`src/rtl/mmap_pkg.sv`:
```
// Package for the paired matrix multiply-add unit: sizes, widths, request kinds
// and the control word handed to the multiply-accumulate lanes. No dependencies.
package mmap_pkg;

   localparam int DIM     = 8;
   localparam int VAC     = 4;
   localparam int A_COLS  = DIM + VAC;
   localparam int A_ROWS  = 2 * DIM;
   localparam int A_DEPTH = A_ROWS * A_COLS;
   localparam int X_DEPTH = DIM * VAC;

   // Accumulator holds DIM products plus the offset term exactly.
   localparam int ACC_W = 64 + $clog2(DIM + 1);

   // request kinds carried on tuser; the spare kind is dropped
   localparam logic [1:0] KIND_LOAD_A = 2'd0;
   localparam logic [1:0] KIND_LOAD_X = 2'd1;
   localparam logic [1:0] KIND_START  = 2'd2;
   localparam logic [1:0] KIND_SPARE  = 2'd3;

   typedef struct packed {
      logic valid;
      logic first;
   } mac_ctrl_type;

endpackage

```
`src/rtl/mmap_mac.sv`:
```
// Multiply-accumulate lane: registered 32x32 signed product, exact wide
// accumulator, shift right 16 and saturate to 32 bits. Uses mmap_pkg.
module mmap_mac import mmap_pkg::*; (
   input  logic               clock,
   input  logic               reset,
   input  logic               adv,
   input  mac_ctrl_type       ctrl,
   input  logic signed [31:0] a_op,
   input  logic signed [31:0] x_op,
   output logic signed [31:0] result
);

   mac_ctrl_type              ctrl_ff;
   logic signed [63:0]        prod_ff;
   logic signed [ACC_W-1:0]   acc_ff;
   logic signed [ACC_W-1:0]   acc_in;
   logic [ACC_W-48:0]         upper;

   always_ff @(posedge clock) begin
      if (reset) begin
         ctrl_ff <= '0;
      end else if (adv) begin
         ctrl_ff <= ctrl;
      end
   end

   always_ff @(posedge clock) begin
      if (adv) begin
         prod_ff <= a_op * x_op;
      end
      if (adv && ctrl_ff.valid) begin
         acc_ff <= acc_in;
      end
   end

   always_comb begin
      acc_in = ctrl_ff.first ? ACC_W'(prod_ff) : acc_ff + ACC_W'(prod_ff);
      upper  = acc_in[ACC_W-1:47];
      // keep floor(acc / 2^16) when it fits in 32 bits, else clamp
      if ((&upper) || !(|upper)) begin
         result = acc_in[47:16];
      end else if (acc_in[ACC_W-1]) begin
         result = 32'sh8000_0000;
      end else begin
         result = 32'sh7fff_ffff;
      end
   end

endmodule

```
`config.mk`:
```
export PLATFORM = sky130hd
export DESIGN_NAME = mmap_mac
export DESIGN_NICKNAME = d
export VERILOG_FILES = /design/src/rtl/mmap_pkg.sv /design/src/rtl/mmap_mac.sv
export SDC_FILE = /design/constraint.sdc
export NUM_CORES = 2
export LEC_CHECK = 0
export BUFFER_PORTS_ARGS = -buffer_cell sky130_fd_sc_hd__buf_2
export CAP_MARGIN = 25
export CORE_MARGIN = 2
export CORE_UTILIZATION = 50
export CTS_BUF_LIST = sky130_fd_sc_hd__clkbuf_8 sky130_fd_sc_hd__clkbuf_16
export DETAILED_ROUTE_END_ITERATION = 8
export PLACE_DENSITY = 0.66
export SYNTH_ARGS = -nofsm -noshare
export SYNTH_HDL_FRONTEND = slang
export SYNTH_SLANG_ARGS = --single-unit
```
`constraint.sdc`:
```
create_clock -name clock -period 25.4 [get_ports clock]
set_input_delay 5.08 -clock clock [delete_from_list [all_inputs] [get_ports clock]]
set_output_delay 5.08 -clock clock [all_outputs]
set_load 0.005 [all_outputs]
```
==> summary.txt <==
Run status
  • Status: completed

Synthesis
  • YS warnings: 0
  • Post-Synth XOR/XNOR Area: 2.26%
  • #FFs+latches synth: 134
  • Post-synthesis sequential area ratio: 8.69%
  • Simple-Gate Fraction of Synth Area: 16.3%
  • Mapped Avg Cell Area: 9.38 um^2
  • Compound-Gate Fraction of Synth Area: 7.16%
  • Yosys cell types: 93
  • Adder-cell share of the synthesized area: 53.9%
  • Synth Flop Type: edfxtp_1
  • Main combinational cell family by area after synthesis: adder cells
  • Syn Nets: 6317
  • Cell Area, Synth: 0.0461 mm^2
  • Post-synth EDFFs: 132
  • Synth Instances: 4914
  • Multiplexer area fraction after synthesis: 1.25%
  • Post-synth ARST share: 0%

Drt
  • DRT Pass-1 Iters: 8
  • Drt total wl: 131000 um
  • DR WL met3: 14400 um
  • Via density per instance: 5.58
  • Wl on met1: 57600 um
  • WL/cell: 21.8 um
  • Vias: 33400
  • Routed wl met2: 55600 um
  • DR DRC count: 0
  • Top sig layer: met5
  • Remaining antenna violation count after routing: 0
  • DRT iter0 DRCs: 2828

Final layout
  • Share of layout cells above drive strength 1: 4.78%
  • Commonest non-fill, non-tap cell in the layout: fa_1
  • Most frequent cells in the layout: 1083 x fa_1, 1004 x inv_1, 652 x nand2_1
  • Fin nets: 6202
  • Finished Layout Cells: 5999
  • Synthesis-to-finish area growth: 3.60%

Floorplanning
  • Top Ports: 101
  • Die width: 308 um
  • Starting density of the core: 50.4%
  • CORE AREA: 0.0915 mm^2
  • Die ar.: 0.0946 mm^2
  • Die H: 308 um
  • Row count: 111

Clock tree
  • Hold Buf Count CTS: 0
  • Post-CTS Resized: 0
  • Clock root buffer: clkbuf_16
  • Setup Buffers After CTS: 0
  • H-tree levels: 4
  • CTS tree: built
  • Worst-path clk slew: 0.06 ns
  • Maximum clock path buffer count: 2
  • Clock Latency Late Sink: 0.45 ns
  • CTS sink cnt: 134
  • Num CTS Buffers: 17

Global routing
  • Pin count of the biggest net entering global routing: 73
  • Tot GR Track Use: 28.6%
  • Congestion Overflow GR: 0
  • First-pass GRT wire length: 206000 um
  • Initial antenna violation count: 3
  • Vias in the first global route: 35700

Setup path
  • R2R setup slack: 21.30 ns
  • R2r endpoint: acc_ff[64]
  • CP Launch Type: primary input
  • Worst-case reg-to-reg path depth: 13
  • Critical path required time: 25.57 ns
  • Worst r2r src: prod_ff[0]
  • Crit Path Max Fanout: 32
  • Worst setup path category: in2reg
  • Crit path launch: a_op[26]
  • Crit. End Element: flip-flop
  • CP endpoint: prod_ff[57]
  • Critical Path AT: 13.85 ns

Place
  • Port bufs: 100
  • Placer Congestion: 0.950
  • Dpl ws: 11.36 ns
  • Placed cells: 5966
  • Post-DP HPWL: 100000 um

STA
  • Final Max Slew Viols: 0
  • Final Skew: 0.00962 ns
  • Endpoints failing setup: 0
  • Sum Neg Setup Slack: 0 ns
  • Worst Tran Pin Value: 1.03 ns
  • Min cycle time layout: 13.68 ns
  • Maximum clock frequency: 0.0731 GHz
  • Tcrit/Tclk final: 53.8%
  • RSZ-0062 raised after global routing: no
  • Setup ws final: 11.72 ns
  • Relative slew slack: 31.2%
  • Final hold vios: 0

Job
  • Max-Cap Viols: 0

Worst hold path
  • Worst hold path class: reg2reg
[cells by family after synthesis]
group,Yosys count
adders and majority gates,1334
and+or+nand+nor,1508
xor gates and xnor gates,119
AOI/OAI and AO/OA,521
muxes,42
buffers and inverters,1256
DFF,134
[worst max-delay path, cell delays in order]
cell      delay (ns)
buf_2           0.73
and2_1          0.26
fa_1            0.45
fa_1            0.61
inv_1           0.08
fa_1            0.50
fa_1            0.51
inv_1           0.05
fa_1            0.64
fa_1            0.46
fa_1            0.57
fa_1            0.47
ha_1            0.42
nand4_1         0.20
nor3_1          0.59
nand4_1         0.16
a21oi_1         0.54
o211ai_1        0.23
a31oi_1         0.27
o21a_1          0.14
nor2_1          0.06
mux2i_1         0.12
or4b_2          0.68
[registers in the layout, indices dropped and copies added (netlist names)]
signal	count
ctrl_ff	2
prod_ff	64
acc_ff	68
[routing by layer]
layer  track usage (%)  vias up
met2              42.3     1489
met3              8.03      196
li1                  -    14700
met4              6.77        4
met1              41.6    17100
met5                 0        -
[how the worst min path moves through the flow]
stage          startpoint          to  slack, ns  cells past startpoint
2_1_floorplan  ctrl_ff[1]  ctrl_ff[1]       0.45                      2
3_3_place_gp   ctrl_ff[1]  ctrl_ff[1]       0.47                      2
6_report       ctrl_ff[1]  ctrl_ff[1]       0.50                      2
5_1_grt        ctrl_ff[1]  ctrl_ff[1]       0.55                      2
4_1_cts        ctrl_ff[1]  ctrl_ff[1]       0.51                      2
3_5_place_dp   ctrl_ff[1]  ctrl_ff[1]       0.49                      2
[cell type report]
class,instances,area [um^2]
Fill cell,8381,43800
Multi-Input combinational cell,3524,37300
Sequential cell,134,4010
Inverter,1004,3770
Tap cell,1186,1480
Timing Repair Buffer,118,636
Clock buffer,17,425
Clock inverter,14,140
Antenna cell,2,5.00
[synth_stat cells (all sizes together) (34+ instances only)]
library cell	number	share of area, %
a21o	40	0.65
a21oi	161	1.8
and2	531	7.2
clkbuf	218	1.8
edfxtp	132	8.6
fa	1083	47
ha	251	6.8
inv	1004	8.2
mux2	36	1.1
nand2	652	5.3
nand4	34	0.48
nor2	126	1.0
o21ai	152	1.7
xnor2	69	1.3
xor2	50	0.95
[metrics by stage]
stage / instance area, um^2 / hold WS (ns) / utilization, %
floorplan: 46100 / 0.452 / -
global placement: 47200 / 0.473 / 51.5
detailed placement: 47200 / 0.492 / 51.5
CTS: 47700 / 0.511 / 52.2
global route: 47700 / 0.549 / 52.2
finish: 47800 / 0.501 / 52.2
Power is not shown: default switching activity piles up to over one toggle a cycle in this logic, so the estimate is an artifact.
